$ cat src/hdl/avt_pkg.sv
package avt_pkg;

   localparam int ELEM_WIDTH          = 32;
   localparam int FIELD_WIDTH         = 32;
   localparam int FRAC_BITS           = 16;
   localparam int COORD_WIDTH_DEFAULT = 32;
   localparam int MATRIX_ROWS         = 4;
   localparam int MATRIX_COLS         = 3;
   localparam int NUM_WORDS           = 6;
   localparam int WORD_WIDTH          = 2 * ELEM_WIDTH;
   localparam int CSR_INDEX_WIDTH     = 3;
   localparam int VEC_DATA_WIDTH      = MATRIX_COLS * FIELD_WIDTH;

   typedef logic [CSR_INDEX_WIDTH-1:0] csr_index_type;

   localparam csr_index_type CSR_MATRIX_WORDS_0 = 3'd0;
   localparam csr_index_type CSR_MATRIX_WORDS_1 = 3'd1;
   localparam csr_index_type CSR_MATRIX_WORDS_2 = 3'd2;
   localparam csr_index_type CSR_MATRIX_WORDS_3 = 3'd3;
   localparam csr_index_type CSR_MATRIX_WORDS_4 = 3'd4;
   localparam csr_index_type CSR_MATRIX_WORDS_5 = 3'd5;

   typedef logic [WORD_WIDTH-1:0] word_type;
   typedef logic signed [ELEM_WIDTH-1:0] elem_type;
   typedef elem_type [MATRIX_ROWS-1:0][MATRIX_COLS-1:0] matrix_type;

   localparam word_type IDENTITY_WORD = 64'h0000_0000_0001_0000;
   localparam word_type ZERO_WORD     = 64'h0000_0000_0000_0000;

   typedef struct packed {
      logic          wr_en;
      csr_index_type index;
      word_type      wdata;
   } csr_write_type;

endpackage

$ cat src/hdl/avt_reduce_stage.sv
module avt_reduce_stage #(
   parameter int COORD_WIDTH = avt_pkg::COORD_WIDTH_DEFAULT,
   parameter int PROD_WIDTH  = avt_pkg::ELEM_WIDTH + COORD_WIDTH
) (
   input  logic                               clock,
   input  logic                               reset,
   input  avt_pkg::matrix_type                matrix,
   input  logic                               in_valid,
   output logic                               in_ready,
   input  logic                               in_op,
   input  logic [9*PROD_WIDTH-1:0]            in_products,
   output logic                               out_valid,
   input  logic                               out_ready,
   output logic                               out_overflow,
   output logic [avt_pkg::VEC_DATA_WIDTH-1:0] out_data
);
   import avt_pkg::*;

   localparam int SUM_WIDTH = PROD_WIDTH + 2;
   localparam logic signed [SUM_WIDTH-1:0] MAX_VAL =
      SUM_WIDTH'((64'sd1 <<< (COORD_WIDTH - 1)) - 64'sd1);
   localparam logic signed [SUM_WIDTH-1:0] MIN_VAL = -MAX_VAL - SUM_WIDTH'(1);

   logic                        res_valid_ff;
   logic                        res_ovf_ff;
   logic [VEC_DATA_WIDTH-1:0]   res_data_ff;
   logic                        res_ovf_in;
   logic [VEC_DATA_WIDTH-1:0]   res_data_in;
   logic [MATRIX_COLS-1:0]      comp_ovf;

   assign in_ready = !res_valid_ff || out_ready;

   for (genvar c = 0; c < MATRIX_COLS; c++) begin : g_col
      logic signed [SUM_WIDTH-1:0]   sum;
      logic signed [SUM_WIDTH-1:0]   acc;
      logic signed [SUM_WIDTH-1:0]   trans;
      logic signed [COORD_WIDTH-1:0] sat;

      always_comb begin
         sum = '0;
         for (int r = 0; r < MATRIX_COLS; r++) begin
            sum = sum + SUM_WIDTH'($signed(
               in_products[(c*MATRIX_COLS + r)*PROD_WIDTH +: PROD_WIDTH]));
         end
         trans = in_op ? SUM_WIDTH'(matrix[MATRIX_ROWS-1][c]) : '0;
         acc   = (sum >>> FRAC_BITS) + trans;
         priority if (acc > MAX_VAL) begin
            sat         = COORD_WIDTH'(MAX_VAL);
            comp_ovf[c] = 1'b1;
         end else if (acc < MIN_VAL) begin
            sat         = COORD_WIDTH'(MIN_VAL);
            comp_ovf[c] = 1'b1;
         end else begin
            sat         = COORD_WIDTH'(acc);
            comp_ovf[c] = 1'b0;
         end
      end

      assign res_data_in[c*FIELD_WIDTH +: FIELD_WIDTH] = FIELD_WIDTH'(sat);
   end

   assign res_ovf_in = |comp_ovf;

   always_ff @(posedge clock) begin
      if (reset) begin
         res_valid_ff <= 1'b0;
      end else if (in_ready) begin
         res_valid_ff <= in_valid;
      end
   end

   always_ff @(posedge clock) begin
      if (in_valid && in_ready) begin
         res_ovf_ff  <= res_ovf_in;
         res_data_ff <= res_data_in;
      end
   end

   assign out_valid    = res_valid_ff;
   assign out_overflow = res_ovf_ff;
   assign out_data     = res_data_ff;

endmodule

$ cat config.mk
export PLATFORM = sky130hd
export DESIGN_NAME = avt_reduce_stage
export DESIGN_NICKNAME = d
export VERILOG_FILES = /design/src/hdl/avt_pkg.sv /design/src/hdl/avt_reduce_stage.sv
export SDC_FILE = /design/constraint.sdc
export NUM_CORES = 1
export LEC_CHECK = 0
export CORE_AREA = 2 2 410 412
export DETAILED_ROUTE_END_ITERATION = 10
export DIE_AREA = 0 0 412 414
export DONT_BUFFER_PORTS = 1
export GPL_ROUTABILITY_DRIVEN = 0
export PLACE_DENSITY_LB_ADDON = 0.25
export SYNTH_ARGS = -nofsm -noshare
export SYNTH_HDL_FRONTEND = slang
export SYNTH_SLANG_ARGS = --single-unit
$ cat constraint.sdc
create_clock -name clock -period 20 [get_ports clock]
set_clock_uncertainty 0.15 [all_clocks]
set_input_delay 1 -clock clock [delete_from_list [all_inputs] [get_ports clock]]
set_output_delay 1 -clock clock [all_outputs]
set_load 0.005 [all_outputs]
==> summary.txt, run 1 <==
Power and ir drop
  • Leakage: 11.7 nW
  • Maximum vdd drop: 0.0509 mV
  • PD cells: 112 nW/um^2

Place
  • Detail Placement HPWL: 99000 um
  • Post-Place Cells: 5147
  • I/O Buffers: 0

Worst setup path
  • Worst reg-to-reg setup slack: 17.04 ns
  • Crit path DAT: 9.73 ns
  • Crit Path Max Fanout: 31
  • Crit Path Class: primary input to register
  • Startpoint types: primary input
  • Reg2reg start: out_valid
  • Worst reg2reg path endpoint: out_data[64]
  • Critical Path End Type: register
  • Critical path startpoint: in_products[4]
  • Register-to-Register Path Depth: 3
  • WP data required: 20.01 ns

Floorplan
  • Die H: 414 um
  • Std-Cell Rows: 150
  • Top-Level Pins: 1064
  • Die area: 171000 um^2
  • Initial core utilization: 0.154
  • Die W: 412 um
  • Core region area: 166000 um^2

Routing
  • Vias: 22611
  • WL/cell: 21.5 um
  • Routed WL: 112000 um
  • DRC viols: 0
  • Routed Antenna Nets: 0
  • Pre-antenna DRT Iters: 7
  • DR vias/cell: 4.36
  • DRT iter0 DRCs: 1328

Synth
  • YS warnings: 0
  • Sequential area share after synthesis: 0.115
  • Post-Synthesis Cells: 3020
  • Mapped Area: 25600 um^2
  • Mean Syn Cell Area: 8.48 um^2
  • Unique cell type count in the Yosys netlist: 98
  • Synth top area cells: ha_1, fa_1, edfxtp_1
  • Synthesized Nets: 4519
  • Most used DFF post-synth: edfxtp_1
  • Synth top area share: 0.167
  • Asr flop ratio synth: 0
  • Seq cells post-synth: 98
  • Leading area contributor after synthesis: ha_1
  • Number of synthesized flops with an enable pin: 97

Clock tree
  • H-Tree Level Count: 3
  • Clock tree sinks: 98
  • Max Buffers Root-to-Sink: 2
  • Hold Buf Count CTS: 0
  • Post-cts gate resize count: 0
  • CTS clk-pin slew, worst paths: 0.08 ns
  • Post-CTS Setup Bufs: 0
  • Clk_lat worst skew: 0.43 ns
  • Cts bufs inserted: 9
  • CTS root buf: clkbuf_16
  • CTS tree: yes

Final layout
  • Commonest non-fill, non-tap cell in the layout: ha_1
  • Fraction of layout cells with a size suffix above 1: 0.0247
  • Fill cells: 18948
  • Storage element area: 2930 um^2
  • Fin nets: 4453
  • Core Util, Final: 0.171
  • Non-Filler Instances: 5189
  • Area occupied by multi-input gates: 21500 um^2
  • Area delta synth->final: 10.9%
  • Most frequent cells in the layout: ha_1, a21oi_1, a21o_1

Global routing
  • Largest net degree at the start of global routing: 97
  • Vias in the first global route: 23023
  • Grt ovf: 0
  • First-pass GRT wire length: 158000 um
  • Total GRT Usage: 0.126
  • Antenna violations before repair: 44

Hold path
  • WHS Path Cells: 1
  • End point of the worst hold path: out_valid
  • Hold Startpoint: reset
  • Worst Hold Class: primary input to register

Timing
  • RSZ-0062 raised after global routing: no
  • Final setup violation count: 0
  • Final Hold Viols: 0
  • Worst slew pin tran: 1.04 ns
  • Fmax: 0.103 GHz
  • Max transition margin: 0.299
  • Max-slew violation count: 0
  • Final period util: 0.486
  • Tmin final: 9.72 ns
  • Fin Setup TNS: 0 ns

Run status
  • Status: completed

Job
  • Max Cap Viol: 0
[metrics by stage]
stage / hold slack (ns) / power (mW) / setup WS [ns] / cell area, um^2
floorplan: 0.372 / 2.16 / 12.05 / 25600
global placement: 0.865 / 2.98 / 9.67 / 28000
detailed placement: 0.880 / 2.95 / 9.60 / 28000
CTS: 0.440 / 3.21 / 10.06 / 28300
global route: 0.441 / 3.47 / 9.52 / 28400
finish: 0.475 / 3.18 / 10.28 / 28400
[critical path, stage by stage]
cell and delay, ns:
inv_1 0.04, fa_1 0.60, inv_1 0.10, ha_1 0.31
and4b_1 0.18, a221oi_1 0.33, o2111ai_1 0.23, o2111ai_1 0.20
nand2_1 0.19, a221oi_1 0.70, o21bai_1 0.26, a21oi_1 0.27
o21ai_0 0.16, xor2_1 0.48, ha_1 0.40, a21oi_1 0.61
o21ai_1 0.27, nor2b_1 0.20, a211oi_1 0.49, a211oi_1 0.20
o211ai_1 0.50, a21oi_1 0.16, or3_1 0.34, a2111oi_0 0.50
nand4_1 0.21, nor2b_2 0.19, buf_4 0.27, a21o_1 0.28
[synth_stat cells (8+ instances only)]
cell	n
nand2_1	167
buf_2	15
nand3_1	54
and4_1	14
ha_1	342
buf_6	9
edfxtp_1	97
nor3_1	63
o21ai_0	154
o21ai_1	20
a211oi_1	34
inv_1	200
and3_1	33
or3_1	18
o21bai_1	43
nor4_1	14
o31ai_1	13
o211a_1	8
nand2b_1	29
a21o_1	212
fa_1	192
a21oi_1	277
or4_1	11
a41oi_1	11
a31oi_1	32
clkbuf_1	57
a21boi_0	15
o21a_1	27
nand4_1	62
and2_1	122
nor2b_1	41
o211ai_1	27
a221oi_1	15
xor2_1	104
o2111ai_1	8
nor2_1	174
xnor2_1	151
a211o_1	11
[worst max-delay path by stage]
stage	to	slack, ns	cells past startpoint
6_report	out_data[5]	10.28	28
5_1_grt	out_overflow	9.52	29
4_1_cts	out_overflow	10.06	29
3_5_place_dp	out_overflow	9.60	29
3_3_place_gp	out_overflow	9.67	29
2_1_floorplan	out_overflow	12.05	30
[power breakdown]
group | total (mW) | internal (mW) | switching (mW) | leakage (nW)
sequential | 0.403 | 0.330 | 0.0730 | 0.870
clock | 0.220 | 0.110 | 0.110 | 0.154
combinational | 2.56 | 0.939 | 1.62 | 10.7
total | 3.18 | 1.38 | 1.80 | 11.7
[cell type report]
cell class | count | share of cell area
clock inverter | 5 | 0.00304
tap | 2204 | 0.0971
inverter | 200 | 0.0264
clock buffer | 10 | 0.00806
sequential | 98 | 0.103
timing repair buffer | 9 | 0.00238
multi-input combinational | 2636 | 0.757
antenna | 27 | 0.00238
[sequential cells by signal, summed over array words and instances, names as in the netlist]
signal,flops
out_data,96
out_overflow,1
out_valid,1
[metal layers]
layer  vias up  global-route usage  share of wire
li1      11001                   -              -
met4        28              0.0280          0.019
met3        80              0.0311          0.073
met1     10688               0.168           0.45
met2       814               0.204           0.45
met5         -                   0         0.0016
[cell families after synthesis]
logic type                 share of synthesized area
AOI/OAI and AO/OA                              0.262
and+or+nand+nor                                0.171
adders and majority gates                      0.317
buffers and inverters                         0.0458
xor gates and xnor gates                      0.0872
DFF                                            0.115
muxes                                        0.00205
Note: power is estimated with default switching activity, not from simulation.
==> inputs of run 2 (changes only) <==
- clock period: 20 -> 9.2 ns (I/O delays scaled with it)
==> run 2 against run 1 <==
- non-clock buffer count up 61
- count of clock-buffer cells in the layout unchanged
- via count is 1.4% higher
==> summary.txt, run 2 (same netlist as run 1, synthesis figures left out) <==
Routing
  • DR vias/cell: 4.38
  • DRT iter0 DRCs: 1476
  • WL/cell: 21.5 um
  • Routed Antenna Nets: 0
  • Routed WL: 113000 um
  • Pre-antenna DRT Iters: 8
  • DRC viols: 0
  • Vias: 22936

Worst setup path
  • Crit path DAT: 8.36 ns
  • CP max-delay cell: fa_1
  • Crit Path Class: primary input to register
  • Most used cell, CP: a21oi_1
  • Startpoint types: primary input
  • Critical Path End Type: register
  • Crit Path Max Fanout: 31
  • Crit-path max cell delay: 0.59 ns
  • WP data required: 9.23 ns

Final layout
  • Fin nets: 4514
  • Non-Filler Instances: 5240
  • Fraction of layout cells with a size suffix above 1: 0.0440
  • Fill cells: 18870
  • Commonest non-fill, non-tap cell in the layout: ha_1
  • Max FFs per register: 96
  • Area delta synth->final: 12.8%
  • Most frequent cells in the layout: ha_1, a21oi_1, a21o_1

Power and ir drop
  • Maximum vdd drop: 0.111 mV
  • PD cells: 245 nW/um^2
  • Leakage: 12.1 nW

Global routing
  • Vias in the first global route: 23079
  • Total GRT Usage: 0.127
  • Antenna violations before repair: 37
  • Grt ovf: 0
  • Largest net degree at the start of global routing: 97
  • First-pass GRT wire length: 159000 um

Clock tree
  • Max Buffers Root-to-Sink: 2
  • Clk_lat worst skew: 0.44 ns
  • Clock tree sinks: 98
  • Cts bufs inserted: 9
  • H-Tree Level Count: 3
  • CTS tree: yes
  • CTS root buf: clkbuf_16
  • Post-cts gate resize count: 0
  • CTS clk-pin slew, worst paths: 0.09 ns

Place
  • I/O Buffers: 0
  • Detail Placement HPWL: 99600 um
  • Post-Place Cells: 5206

Floorplan
  • Die area: 171000 um^2
  • Initial core utilization: 0.154
  • Std-Cell Rows: 150
  • Top-Level Pins: 1064
  • Die H: 414 um
  • Die W: 412 um
  • Core region area: 166000 um^2

Timing
  • Fin Setup TNS: 0 ns
  • Tmin final: 8.32 ns
  • Fmax: 0.120 GHz
  • Final setup violation count: 0
  • Max-slew violation count: 0
  • RSZ-0062 raised after global routing: no
  • Worst slew pin tran: 0.966 ns
  • Final Hold Viols: 0
  • Max transition margin: 0.351
  • Final period util: 0.905

Hold path
  • Worst Hold Class: primary input to register

Run status
  • Status: completed

Job
  • Max Cap Viol: 0
[run 2: through the flow]
stage | hold slack, ns | area, um^2 | util | total power, mW | worst slack [ns]
2_1_floorplan | 0.372 | 25600 | - | 4.70 | 1.79
3_3_place_gp | 0.381 | 28500 | 0.171 | 6.65 | 0.410
3_5_place_dp | 0.389 | 28500 | 0.171 | 6.59 | 0.410
4_1_cts | 0.253 | 28800 | 0.173 | 7.16 | 0.861
5_1_grt | 0.311 | 28900 | 0.174 | 7.74 | 0.322
6_report | 0.293 | 28900 | 0.174 | 7.08 | 0.875
[run 2: timing repair]
action	in CTS	in global routing
endpoints found under the setup margin	0	0
hold buffers	2	0
buffers inserted	0	0
hold endpoints to repair	1	0
[run 2: critical path: cells and delay by family]
family	cells	cell delay, ns
adders and majority gates	3	1.30
AOI/OAI and AO/OA	14	3.94
and+or+nand+nor	8	1.76
buffers and inverters	4	0.55
xor gates and xnor gates	1	0.32
[run 2: path summary, 6_finish.rpt]
| check | startpoint | end | slack [ns] | depth (start not counted) |
|---|---|---|---|---|
| hold reg to reg | out_valid | out_valid | 1.34 | 3 |
| hold / removal | matrix[320] | out_data[32] | 0.29 | 3 |
| setup reg to reg | out_valid | out_data[93] | 6.24 | 3 |
| setup / recovery | in_products[4] | out_data[21] | 0.88 | 30 |
[run 2: power by group]
| part | switching (mW) | internal, mW | leakage, nW | total, mW |
|---|---|---|---|---|
| combinational | 3.54 | 2.18 | 11.0 | 5.71 |
| clock | 0.241 | 0.240 | 0.149 | 0.481 |
| sequential | 0.167 | 0.718 | 0.870 | 0.885 |
| total | 3.94 | 3.14 | 12.1 | 7.08 |
[run 2: cell type report]
cell class	count	area, um^2	area share
inverters	200	751	0.0260
flip-flops and latches	98	2930	0.102
multi-input cells	2636	21500	0.745
well taps	2204	2760	0.0955
clock inverters	6	88.8	0.00308
repair buffers	70	581	0.0201
diodes	16	40.0	0.00139
clock buffers	10	229	0.00793
[run 2: per-layer routing]
layer | GRT usage | part of all wire | up-vias
li1 | - | - | 11110
met1 | 0.174 | 0.47 | 10903
met2 | 0.209 | 0.46 | 832
met3 | 0.0252 | 0.061 | 69
met4 | 0.0171 | 0.010 | 22
met5 | 0 | 0.0012 | -
