[src/hdl/avt_pkg.sv]
package avt_pkg;

   localparam int ELEM_WIDTH          = 32;
   localparam int FIELD_WIDTH         = 32;
   localparam int FRAC_BITS           = 16;
   localparam int COORD_WIDTH_DEFAULT = 32;
   localparam int MATRIX_ROWS         = 4;
   localparam int MATRIX_COLS         = 3;
   localparam int NUM_WORDS           = 6;
   localparam int WORD_WIDTH          = 2 * ELEM_WIDTH;
   localparam int CSR_INDEX_WIDTH     = 3;
   localparam int VEC_DATA_WIDTH      = MATRIX_COLS * FIELD_WIDTH;

   typedef logic [CSR_INDEX_WIDTH-1:0] csr_index_type;

   localparam csr_index_type CSR_MATRIX_WORDS_0 = 3'd0;
   localparam csr_index_type CSR_MATRIX_WORDS_1 = 3'd1;
   localparam csr_index_type CSR_MATRIX_WORDS_2 = 3'd2;
   localparam csr_index_type CSR_MATRIX_WORDS_3 = 3'd3;
   localparam csr_index_type CSR_MATRIX_WORDS_4 = 3'd4;
   localparam csr_index_type CSR_MATRIX_WORDS_5 = 3'd5;

   typedef logic [WORD_WIDTH-1:0] word_type;
   typedef logic signed [ELEM_WIDTH-1:0] elem_type;
   typedef elem_type [MATRIX_ROWS-1:0][MATRIX_COLS-1:0] matrix_type;

   localparam word_type IDENTITY_WORD = 64'h0000_0000_0001_0000;
   localparam word_type ZERO_WORD     = 64'h0000_0000_0000_0000;

   typedef struct packed {
      logic          wr_en;
      csr_index_type index;
      word_type      wdata;
   } csr_write_type;

endpackage

[src/hdl/avt_matrix_regs.sv]
module avt_matrix_regs (
   input  logic                  clock,
   input  logic                  reset,
   input  avt_pkg::csr_write_type csr_write,
   output avt_pkg::matrix_type   matrix
);
   import avt_pkg::*;

   word_type words_ff [NUM_WORDS];
   word_type words_in [NUM_WORDS];

   always_comb begin
      for (int i = 0; i < NUM_WORDS; i++) begin
         words_in[i] = words_ff[i];
      end
      if (csr_write.wr_en) begin
         unique case (csr_write.index)
            CSR_MATRIX_WORDS_0: words_in[0] = csr_write.wdata;
            CSR_MATRIX_WORDS_1: words_in[1] = csr_write.wdata;
            CSR_MATRIX_WORDS_2: words_in[2] = csr_write.wdata;
            CSR_MATRIX_WORDS_3: words_in[3] = csr_write.wdata;
            CSR_MATRIX_WORDS_4: words_in[4] = csr_write.wdata;
            CSR_MATRIX_WORDS_5: words_in[5] = csr_write.wdata;
            default: ;
         endcase
      end
   end

   always_ff @(posedge clock) begin
      if (reset) begin
         words_ff[0] <= IDENTITY_WORD;
         words_ff[1] <= ZERO_WORD;
         words_ff[2] <= IDENTITY_WORD;
         words_ff[3] <= ZERO_WORD;
         words_ff[4] <= IDENTITY_WORD;
         words_ff[5] <= ZERO_WORD;
      end else begin
         for (int i = 0; i < NUM_WORDS; i++) begin
            words_ff[i] <= words_in[i];
         end
      end
   end

   // element (r, c) sits in word (3r+c)/2, odd elements in the high half
   for (genvar r = 0; r < MATRIX_ROWS; r++) begin : g_row
      for (genvar c = 0; c < MATRIX_COLS; c++) begin : g_col
         localparam int E = r * MATRIX_COLS + c;
         assign matrix[r][c] = words_ff[E / 2][(E % 2) * ELEM_WIDTH +: ELEM_WIDTH];
      end
   end

endmodule

[config.mk]
export PLATFORM = sky130hd
export DESIGN_NAME = avt_matrix_regs
export DESIGN_NICKNAME = d
export VERILOG_FILES = /design/src/hdl/avt_pkg.sv /design/src/hdl/avt_matrix_regs.sv
export SDC_FILE = /design/constraint.sdc
export NUM_CORES = 1
export LEC_CHECK = 0
export BUFFER_PORTS_ARGS = -buffer_cell sky130_fd_sc_hd__buf_2
export CAP_MARGIN = 25
export CORE_AREA = 4 4 185 187
export CTS_BUF_LIST = sky130_fd_sc_hd__clkbuf_16
export DETAILED_ROUTE_END_ITERATION = 7
export DIE_AREA = 0 0 189 191
export PLACE_DENSITY = 0.75
export SETUP_SLACK_MARGIN = 0.4
export SLEW_MARGIN = 20
export SYNTH_ARGS = -nofsm -noshare
export SYNTH_HDL_FRONTEND = slang
export SYNTH_SLANG_ARGS = --single-unit
[constraint.sdc]
create_clock -name clock -period 1.2 [get_ports clock]
set_input_delay 0.12 -clock clock [delete_from_list [all_inputs] [get_ports clock]]
set_output_delay 0.12 -clock clock [all_outputs]
set_load 0.05 [all_outputs]
==> metrics.yaml, run 1 <==
status: "complete, no violations"
r2r_start: "words_ff[0][162]"
synth_compound_area_frac: 0
final_area_mm2: 0.0268
dr.pass1.iters: 5
slew_violations: 0
final_util: 0.827
cp.depth: 1
place.detailed.hpwl_mm: 31.3
n_antenna_cell: 0
synth_cell_type_count: 14
leakagePower_nw: 13.3
cts_max_level: 2
layout_setup_ws_ps: 4.13
rsz0062_at_grt: "yes"
preCtsSetupSlack_ps: -123
drcViolationCount: 0
endpoint_kind: "output port"
place_inst: 2192
cts_buffers: 40
critPathMaxFanout: 2
max_slew_margin: 0.719
grt_pass1_vias: 12900
cp_top_family: "flip-flops"
gp_congestion: 0.822
largest_reg_flops: 384
hold_path.class: "input port to register"
ys_seq_elements: 384
grt_pass1_wl_mm: 75.8
synthMuxAreaShare: 0.259
cts.clk_slew.worst_paths_ps: 70
routed_wl_mm: 62.0
drive_above_1_share: 0.630
grt_max_degree: 62
wl_per_cell_um: 24.7
crit_chain: "buf_8"
die_area_mm2: 0.0361
grt-ovfl-total: 0
min_period_ps: 1200
rows: 66
viasPerCell: 5.22
core_mm2: 0.0325
num-fill-cells: 1393
syn_avg_cell_area_um2: 11.3
grt_use_total: 0.265
arrival_ps: 1080
slowest_delay_ps: 390
top_register: "words_ff"
synth_xor_area_frac: 0
area_delta_synth_final_pct: 80.7
grt_antenna_before_repair: 0
stdcell_count: 2509
worstPathRequired_ps: 1080
num_io_pins: 454
fmax_mhz: 836
nets: 2112
setup_viol: 0
worst-r2r-cell-count: 3
peakVddDrop_mv: 0.894
start_util: 0.458
ctsRootBufferMaster: "clkbuf_16"
clock_latency_ps: 510
synth-simple-area-share: 0.194
power_density_mw_per_mm2: 1090
drv_cap: 0
ys_seq_area_frac: 0.518
fin_crit_sh: 0.997
clockBufferDepth: 3
synth-adder-area-share: 0
vias: 13100
synth_nets: 1389
r2r_slack_ps: 310
port_buffers: 453
crit_end: "matrix[254]"
die_x_um: 189
syn_area_mm2: 0.0148
fin_skew_ps: 0
cts_sinks: 384
dpl_cell_area_mm2: 0.0194
drtIter0Drc: 758
timing.rr.end: "words_ff[0][162]"
postRouteAntennaNets: 0
crit_buf_inv: 1
tritoncts: "done"
syn-instance-count: 1319
final_hold_viol_count: 0
crit_type: "register to output port"
max_slew.worst_pin.slew_ps: 421
die_h_um: 191
critPathSlowestCell: "dfxtp_4"
ys_warn_count: 0
startpoint: "words_ff[0][254]"
reg_top3: "words_ff x384"
crit_path_start_kind: "register"
synth_top_family_by_area: "multiplexers"
layout make-up:
| cell class | count | area (um^2) | area share |
|---|---|---|---|
| Sequential cell | 384 | 8390 | 0.313 |
| Multi-Input combinational cell | 841 | 7640 | 0.285 |
| Clock buffer | 41 | 1030 | 0.0382 |
| Tap cell | 442 | 553 | 0.0206 |
| Timing Repair Buffer | 775 | 9060 | 0.338 |
| Clock inverter | 26 | 159 | 0.00592 |
Yosys cell counts:
| master | n | share of area |
|---|---|---|
| nand2b_1 | 445 | 0.19 |
| dfxtp_1 | 384 | 0.52 |
| mux2i_1 | 384 | 0.26 |
| clkbuf_1 | 50 | 0.013 |
| buf_2 | 39 | 0.013 |
| nor2_1 | 4 | 0.0010 |
| buf_4 | 3 | 0.0015 |
| nand4bb_1 | 3 | 0.0023 |
| nand4b_1 | 2 | 0.0012 |
| and4b_2 | 1 | 0.00076 |
| buf_12 | 1 | 0.0013 |
| buf_6 | 1 | 0.00076 |
| nor4b_1 | 1 | 0.00059 |
| or4b_1 | 1 | 0.00067 |
metrics by stage:
step / setup TNS [ps] / hold slack, ps / power [mW]
floorplan: 0 / 286 / 15.8
global placement: -6900 / 407 / 16.6
detailed placement: -12180 / 412 / 16.7
CTS: 0 / 2.93 / 28.6
global route: -64.1 / 39.1 / 30.0
finish: 0 / 19.8 / 29.3
metal layers:
metal | wire length, um | up-vias | GRT usage | part of all wire
li1 | - | 5810 | - | -
met1 | 21400 | 6456 | 0.290 | 0.35
met2 | 32100 | 617 | 0.470 | 0.52
met3 | 4870 | 214 | 0.0851 | 0.079
met4 | 3660 | 0 | 0.116 | 0.059
met5 | 0 | - | 0 | 0
power by group:
group / total [mW] / leakage, nW / switching, mW / internal [mW]
Clock: 11.8 / 0.625 / 5.25 / 6.58
Sequential: 13.2 / 3.32 / 0.295 / 12.9
Combinational: 4.22 / 9.34 / 2.26 / 1.96
logic make-up after synthesis:
kind of cell,count (synthesis)
flops,384
simple gates,457
mux,384
buf+inv,94
worst min path at each step:
stage | cells past startpoint | from | slack (ps) | endpoint
2_1_floorplan | 2 | csr_write[16] | 290 | words_ff[0][144]
3_3_place_gp | 3 | csr_write[16] | 410 | words_ff[0][272]
3_5_place_dp | 3 | csr_write[16] | 410 | words_ff[0][272]
4_1_cts | 3 | csr_write[10] | 3 | words_ff[0][330]
5_1_grt | 3 | csr_write[10] | 40 | words_ff[0][202]
6_report | 3 | csr_write[10] | 20 | words_ff[0][74]
what timing repair did:
item,in CTS,in global routing
gates cloned,0,4
endpoints found under the setup margin,384,411
hold buffers,29,0
pin swaps,0,1
resized for setup,925,397
endpoints found under the hold margin,165,0
buffers inserted,87,130
layout by cell type, fill, tap and decap left out:
cell type / n
or4b_4: 1
buf_8: 348
nor4b_4: 1
clkinv_1: 7
buf_12: 43
clkbuf_16: 45
nand2b_4: 109
buf_4: 256
nand4b_1: 2
clkinv_2: 7
buf_2: 68
buf_16: 1
inv_1: 10
nand4bb_4: 3
dfxtp_2: 296
bufinv_16: 2
dfxtp_4: 88
mux2i_1: 378
nor2_2: 1
buf_6: 26
dlygate4sd3_1: 29
and4b_2: 1
nand2b_1: 336
mux2i_2: 5
mux2i_4: 1
nor2_1: 3
(Power assumes the default switching activity.)
==> inputs of run 2 (changes only) <==
- CTS_BUF_LIST: sky130_fd_sc_hd__clkbuf_16 -> default
==> run 2 against run 1 <==
Compared with the run above: register-to-register slack got worse by 40 ps; largest cell class unchanged; clock power rose by 5%; non-clock buffer count grew 6; core utilization increased by 0.30 points; hold slack better by 7.0 ps; first-iteration DRC count fell by 8.8%; global-route usage fell by 0.085 points; maximum frequency is 1.0% higher; critical endpoint is now matrix[132]; routed wire length increased by 2.7%.
==> metrics.yaml, run 2 (synthesis results as in run 1) <==
place.detailed.hpwl_mm: 31.3  # unchanged
postRouteAntennaNets: 0  # unchanged
switchingPower_mw: 7.86  # was 7.80 mW
final_area_mm2: 0.0269  # was 0.0268 mm^2
grt_pass1_wl_mm: 75.4  # was 75.8 mm
drtIter0Drc: 691  # was 758
crit_path_start_kind: "register"  # unchanged
clkPwrFrac: 0.415  # was 0.404
final_common_cell: "mux2i_1"  # unchanged
rows: 66  # unchanged
peakVddDrop_mv: 0.862  # was 0.894 mV
routed_wl_mm: 63.7  # was 62.0 mm
grt-ovfl-total: 0  # unchanged
p_comb_frac: 0.142  # was 0.144
vias: 13300  # was 13100
final_cell_mix: "mux2i_1 (380), buf_8 (351), nand2b_1 (337)"  # was mux2i_1 (378), buf_8 (348), nand2b_1 (336)
cts_sinks: 384  # unchanged
max_slew_margin: 0.723  # was 0.719
endpoint_kind: "output port"  # unchanged
layout_setup_ws_ps: 16.2  # was 4.13 ps
top_register: "words_ff"  # unchanged
grt_max_degree: 62  # unchanged
cp_top_family: "flip-flops"  # unchanged
die_area_mm2: 0.0361  # unchanged
core_mm2: 0.0325  # unchanged
tritoncts: "done"  # unchanged
wl_per_cell_um: 25.3  # was 24.7 um
grt_antenna_before_repair: 0  # unchanged
place_inst: 2192  # unchanged
drcViolationCount: 0  # unchanged
die_x_um: 189  # unchanged
final_hold_viol_count: 0  # unchanged
worstHoldPathCells: 3  # unchanged
area_delta_synth_final_pct: 81.3  # was 80.7%
fin_skew_ps: 0  # unchanged
power_density_mw_per_mm2: 1110  # was 1090 mW/mm^2
num_io_pins: 454  # unchanged
swShare: 0.263  # was 0.267
max_slew.worst_pin.slew_ps: 415  # was 421 ps
fin_crit_sh: 0.987  # was 0.997
startpoint: "words_ff[0][132]"  # was words_ff[0][254]
cts.clk_slew.worst_paths_ps: 70  # about the same
fmax_mhz: 845  # was 836 MHz
largest_reg_flops: 384  # unchanged
setup_viol: 0  # unchanged
reg_top3: "words_ff x384"  # unchanged
cp.depth: 1  # unchanged
cell_internal_pwr_mw: 22.0  # was 21.5 mW
min_period_ps: 1180  # was 1200 ps
die_h_um: 191  # unchanged
power_frac_seq: 0.443  # was 0.452
rsz0062_at_grt: "yes"  # unchanged
grt_use_total: 0.264  # was 0.265
cts_max_level: 2  # unchanged
crit_type: "register to output port"  # unchanged
clockBufferDepth: 3  # unchanged
status: "complete, no violations"  # unchanged
drive_above_1_share: 0.633  # was 0.630
worst-r2r-cell-count: 4  # was 3
stdcell_count: 2517  # was 2509
grt_pass1_vias: 12800  # was 12900
clock_latency_ps: 510  # about the same
hold_start: "csr_write[3]"  # was csr_write[10]
slew_violations: 0  # unchanged
nets: 2119  # was 2112
crit_buf_inv: 1  # unchanged
final_util: 0.830  # was 0.827
gp_congestion: 0.822  # unchanged
drv_cap: 0  # unchanged
hold_path.class: "input port to register"  # unchanged
dr.pass1.iters: 5  # unchanged
port_buffers: 453  # unchanged
viasPerCell: 5.27  # was 5.22
arrival_ps: 1060  # was 1080 ps
slowest_delay_ps: 370  # was 390 ps
r2r_start: "words_ff[0][27]"  # was words_ff[0][162]
ctsRootBufferMaster: "clkbuf_16"  # unchanged
cts_buffers: 40  # unchanged
leakagePower_nw: 13.3  # about the same
crit_chain: "buf_8"  # unchanged
worstPathRequired_ps: 1080  # about the same
critPathMaxFanout: 2  # unchanged
preCtsSetupSlack_ps: -123  # unchanged
critPathSlowestCell: "dfxtp_2"  # was dfxtp_4
dpl_cell_area_mm2: 0.0194  # unchanged
start_util: 0.458  # unchanged
run 2: cell types whose count changed in the layout (fill, tap and decap cells not counted), moves of 5 or more:
cell,change
buf_4,+10
buf_6,-5
clkbuf_1,+10
clkbuf_8,+7
clkinv_1,-7
inv_1,-10
run 2: layout make-up:
class,instances,area (um^2)
antenna,1,2.50
clock buffer,58,1160
clock inverter,9,95.1
fill,1388,5530
multi-input combinational,842,7660
sequential,384,8380
tap,442,553
timing repair buffer,781,9080
run 2: power by group through the flow:
| stage | clock (mW) | sequential (mW) | combinational (mW) |
|---|---|---|---|
| after global placement | 0 | 13.5 | 3.12 |
| after global routing | 12.9 | 13.2 | 4.36 |
| final | 12.4 | 13.2 | 4.25 |
| after floorplan | 0 | 14.5 | 1.32 |
| after CTS | 12.2 | 13.2 | 3.71 |
| after detailed placement | 0 | 13.5 | 3.15 |
run 2: worst register-to-register path, stage by stage, from the launching register on:
cell,delay (ps)
dfxtp_2,360
buf_4,120
buf_4,100
nand2b_1,60
mux2i_1,200
run 2: path summary, 6_finish.rpt:
kind / slack, ps / to
max: 20 / matrix[132]
min: 30 / words_ff[0][323]
max reg2reg: 270 / words_ff[0][27]
min reg2reg: 490 / words_ff[0][17]
run 2: metrics by stage:
stage	total power [mW]	hold WS [ps]	TNS, ps
after floorplan	15.8	286	0
after global placement	16.6	407	-6900
after detailed placement	16.7	412	-12180
after CTS	29.1	2.91	0
after global routing	30.5	49.9	-14.3
final	29.9	26.8	0
run 2: routing by layer:
layer / wire, um / part of all wire / GRT usage / up-vias
li1: - / - / - / 5809
met1: 21800 / 0.34 / 0.289 / 6563
met2: 32900 / 0.52 / 0.470 / 672
met3: 4900 / 0.077 / 0.0853 / 224
met4: 4040 / 0.063 / 0.113 / 0
met5: 0 / 0 / 0 / -
run 2: what timing repair did:
| action | in CTS | in global routing |
|---|---|---|
| gates resized for setup | 921 | 398 |
| endpoints found under the hold margin | 166 | 0 |
| pin swaps | 0 | 2 |
| setup endpoints to repair | 384 | 407 |
| hold buffers | 29 | 0 |
| cloned | 0 | 4 |
| buffers inserted | 86 | 138 |
==> inputs of run 3 (changes only) <==
--- a/constraint.sdc
+++ b/constraint.sdc
@@ -3,2 +3,2 @@
 set_output_delay 0.12 -clock clock [all_outputs]
-set_load 0.05 [all_outputs]
+set_load 0.01 [all_outputs]
==> run 3 against run 2 <==
Compared with the run above: worst setup slack better by 44 ps; global-route usage down 0.40 points; critical path depth unchanged; non-clock buffer count shrank 1; critical path type unchanged; core utilization shrank 6.2 points.
==> metrics.yaml, run 3 (synthesis results as in run 1) <==
dr.pass1.iters: 5  # unchanged
drcViolationCount: 0  # unchanged
clockBufferDepth: 3  # unchanged
core_mm2: 0.0325  # unchanged
slew_violations: 0  # unchanged
slowest_delay_ps: 380  # was 370 ps
crit_buf_inv: 1  # unchanged
arrival_ps: 1020  # was 1060 ps
place.detailed.hpwl_mm: 30.1  # was 31.3 mm
grt_pass1_wl_mm: 75.0  # was 75.4 mm
peakVddDrop_mv: 0.944  # was 0.862 mV
clock_latency_ps: 500  # was 510 ps
cts_sinks: 384  # unchanged
crit_type: "register to output port"  # unchanged
final_common_cell: "buf_6"  # was mux2i_1
area_delta_synth_final_pct: 67.8  # was 81.3%
tritoncts: "done"  # unchanged
cp_top_family: "flip-flops"  # unchanged
drive_above_1_share: 0.609  # was 0.633
nets: 2117  # was 2119
postRouteAntennaNets: 0  # unchanged
fin_crit_sh: 0.950  # was 0.987
vias: 13000  # was 13300
grt-ovfl-total: 0  # unchanged
cts.clk_slew.worst_paths_ps: 70  # about the same
cts_max_level: 2  # unchanged
final_util: 0.768  # was 0.830
fmax_mhz: 878  # was 845 MHz
hold_path.class: "input port to register"  # unchanged
die_h_um: 191  # unchanged
rows: 66  # unchanged
grt_antenna_before_repair: 1  # was 0
endpoint_kind: "output port"  # unchanged
crit_path_start_kind: "register"  # unchanged
drv_cap: 0  # unchanged
final_cell_mix: "buf_6 (392), nand2b_1 (384), mux2i_1 (381)"  # was mux2i_1 (380), buf_8 (351), nand2b_1 (337)
crit_chain: "buf_6"  # was buf_8
critPathMaxFanout: 2  # unchanged
max_slew.worst_pin.slew_ps: 313  # was 415 ps
total_power_mw: 28.5  # was 29.9 mW
wl_per_cell_um: 22.5  # was 25.3 um
status: "complete, no violations"  # unchanged
final_hold_viol_count: 0  # unchanged
drtIter0Drc: 593  # was 691
grt_max_degree: 63  # was 62
critPathSlowestCell: "dfxtp_2"  # unchanged
start_util: 0.458  # unchanged
largest_reg_flops: 384  # unchanged
cts_buffers: 40  # unchanged
die_area_mm2: 0.0361  # unchanged
tns_ps: 0  # unchanged
worstPathRequired_ps: 1080  # about the same
routed_wl_mm: 56.7  # was 63.7 mm
gp_congestion: 0.796  # was 0.822
rsz0062_at_grt: "yes"  # unchanged
grt_pass1_vias: 13200  # was 12800
max_slew_margin: 0.785  # was 0.723
port_buffers: 453  # unchanged
grt_use_total: 0.260  # was 0.264
viasPerCell: 5.16  # was 5.27
die_x_um: 189  # unchanged
min_period_ps: 1140  # was 1180 ps
reg_top3: "words_ff x384"  # unchanged
power_density_mw_per_mm2: 1140  # was 1110 mW/mm^2
fin_skew_ps: 0  # unchanged
setup_viol: 0  # unchanged
leakagePower_nw: 12.6  # was 13.3 nW
num_io_pins: 454  # unchanged
ctsRootBufferMaster: "clkbuf_16"  # unchanged
num-fill-cells: 1755  # was 1388
top_register: "words_ff"  # unchanged
-- run 3: power breakdown --
group          switching [mW]  total [mW]  internal (mW)
clock                    5.16        12.2           7.02
combinational            1.33        2.99           1.66
sequential              0.235        13.3           13.1
total                    6.73        28.5           21.8
-- run 3: final cells by class --
cell class              count  area [um^2]  share of cell area
clock inverters            10         82.6             0.00331
clock buffers              58         1180              0.0474
repair buffers            780         7640               0.307
diodes                      1         2.50            0.000100
flip-flops and latches    384         8180               0.328
multi-input cells         841         7270               0.292
well taps                 442          553              0.0222
-- run 3: what timing repair did --
item                                    CTS  global route
hold endpoints to repair                170             0
cloned                                    0             5
endpoints found under the setup margin  384           418
pin swaps                                 0             2
resized for setup                       776            84
setup buffers                            70           146
hold buffers                             32             0
-- run 3: path summary, 6_finish.rpt --
path,to,cells after the start,slack (ps),from
worst max-delay path,matrix[219],1,60,words_ff[0][219]
worst min-delay path,words_ff[0][184],3,4,csr_write[56]
worst min register to register,words_ff[0][17],2,480,words_ff[0][17]
worst max register to register,words_ff[0][103],3,240,words_ff[0][103]
-- run 3: layer usage --
| layer | GRT usage | up-vias | routed length, um |
|---|---|---|---|
| li1 | - | 5822 | - |
| met1 | 0.283 | 6316 | 20200 |
| met2 | 0.465 | 656 | 28700 |
| met3 | 0.0866 | 181 | 4990 |
| met4 | 0.106 | 0 | 2840 |
| met5 | 0 | - | 0 |
-- run 3: metrics by stage --
step,setup WS (ps),cell area (um^2),hold WS [ps],instances
floorplan,59.4,15900,286,1319
finish,60.4,24900,3.58,2516
global placement,-83.1,18600,423,2194
global route,37.8,24900,5.18,2516
detailed placement,-139,18600,441,2194
CTS,60.9,23400,0.539,2364
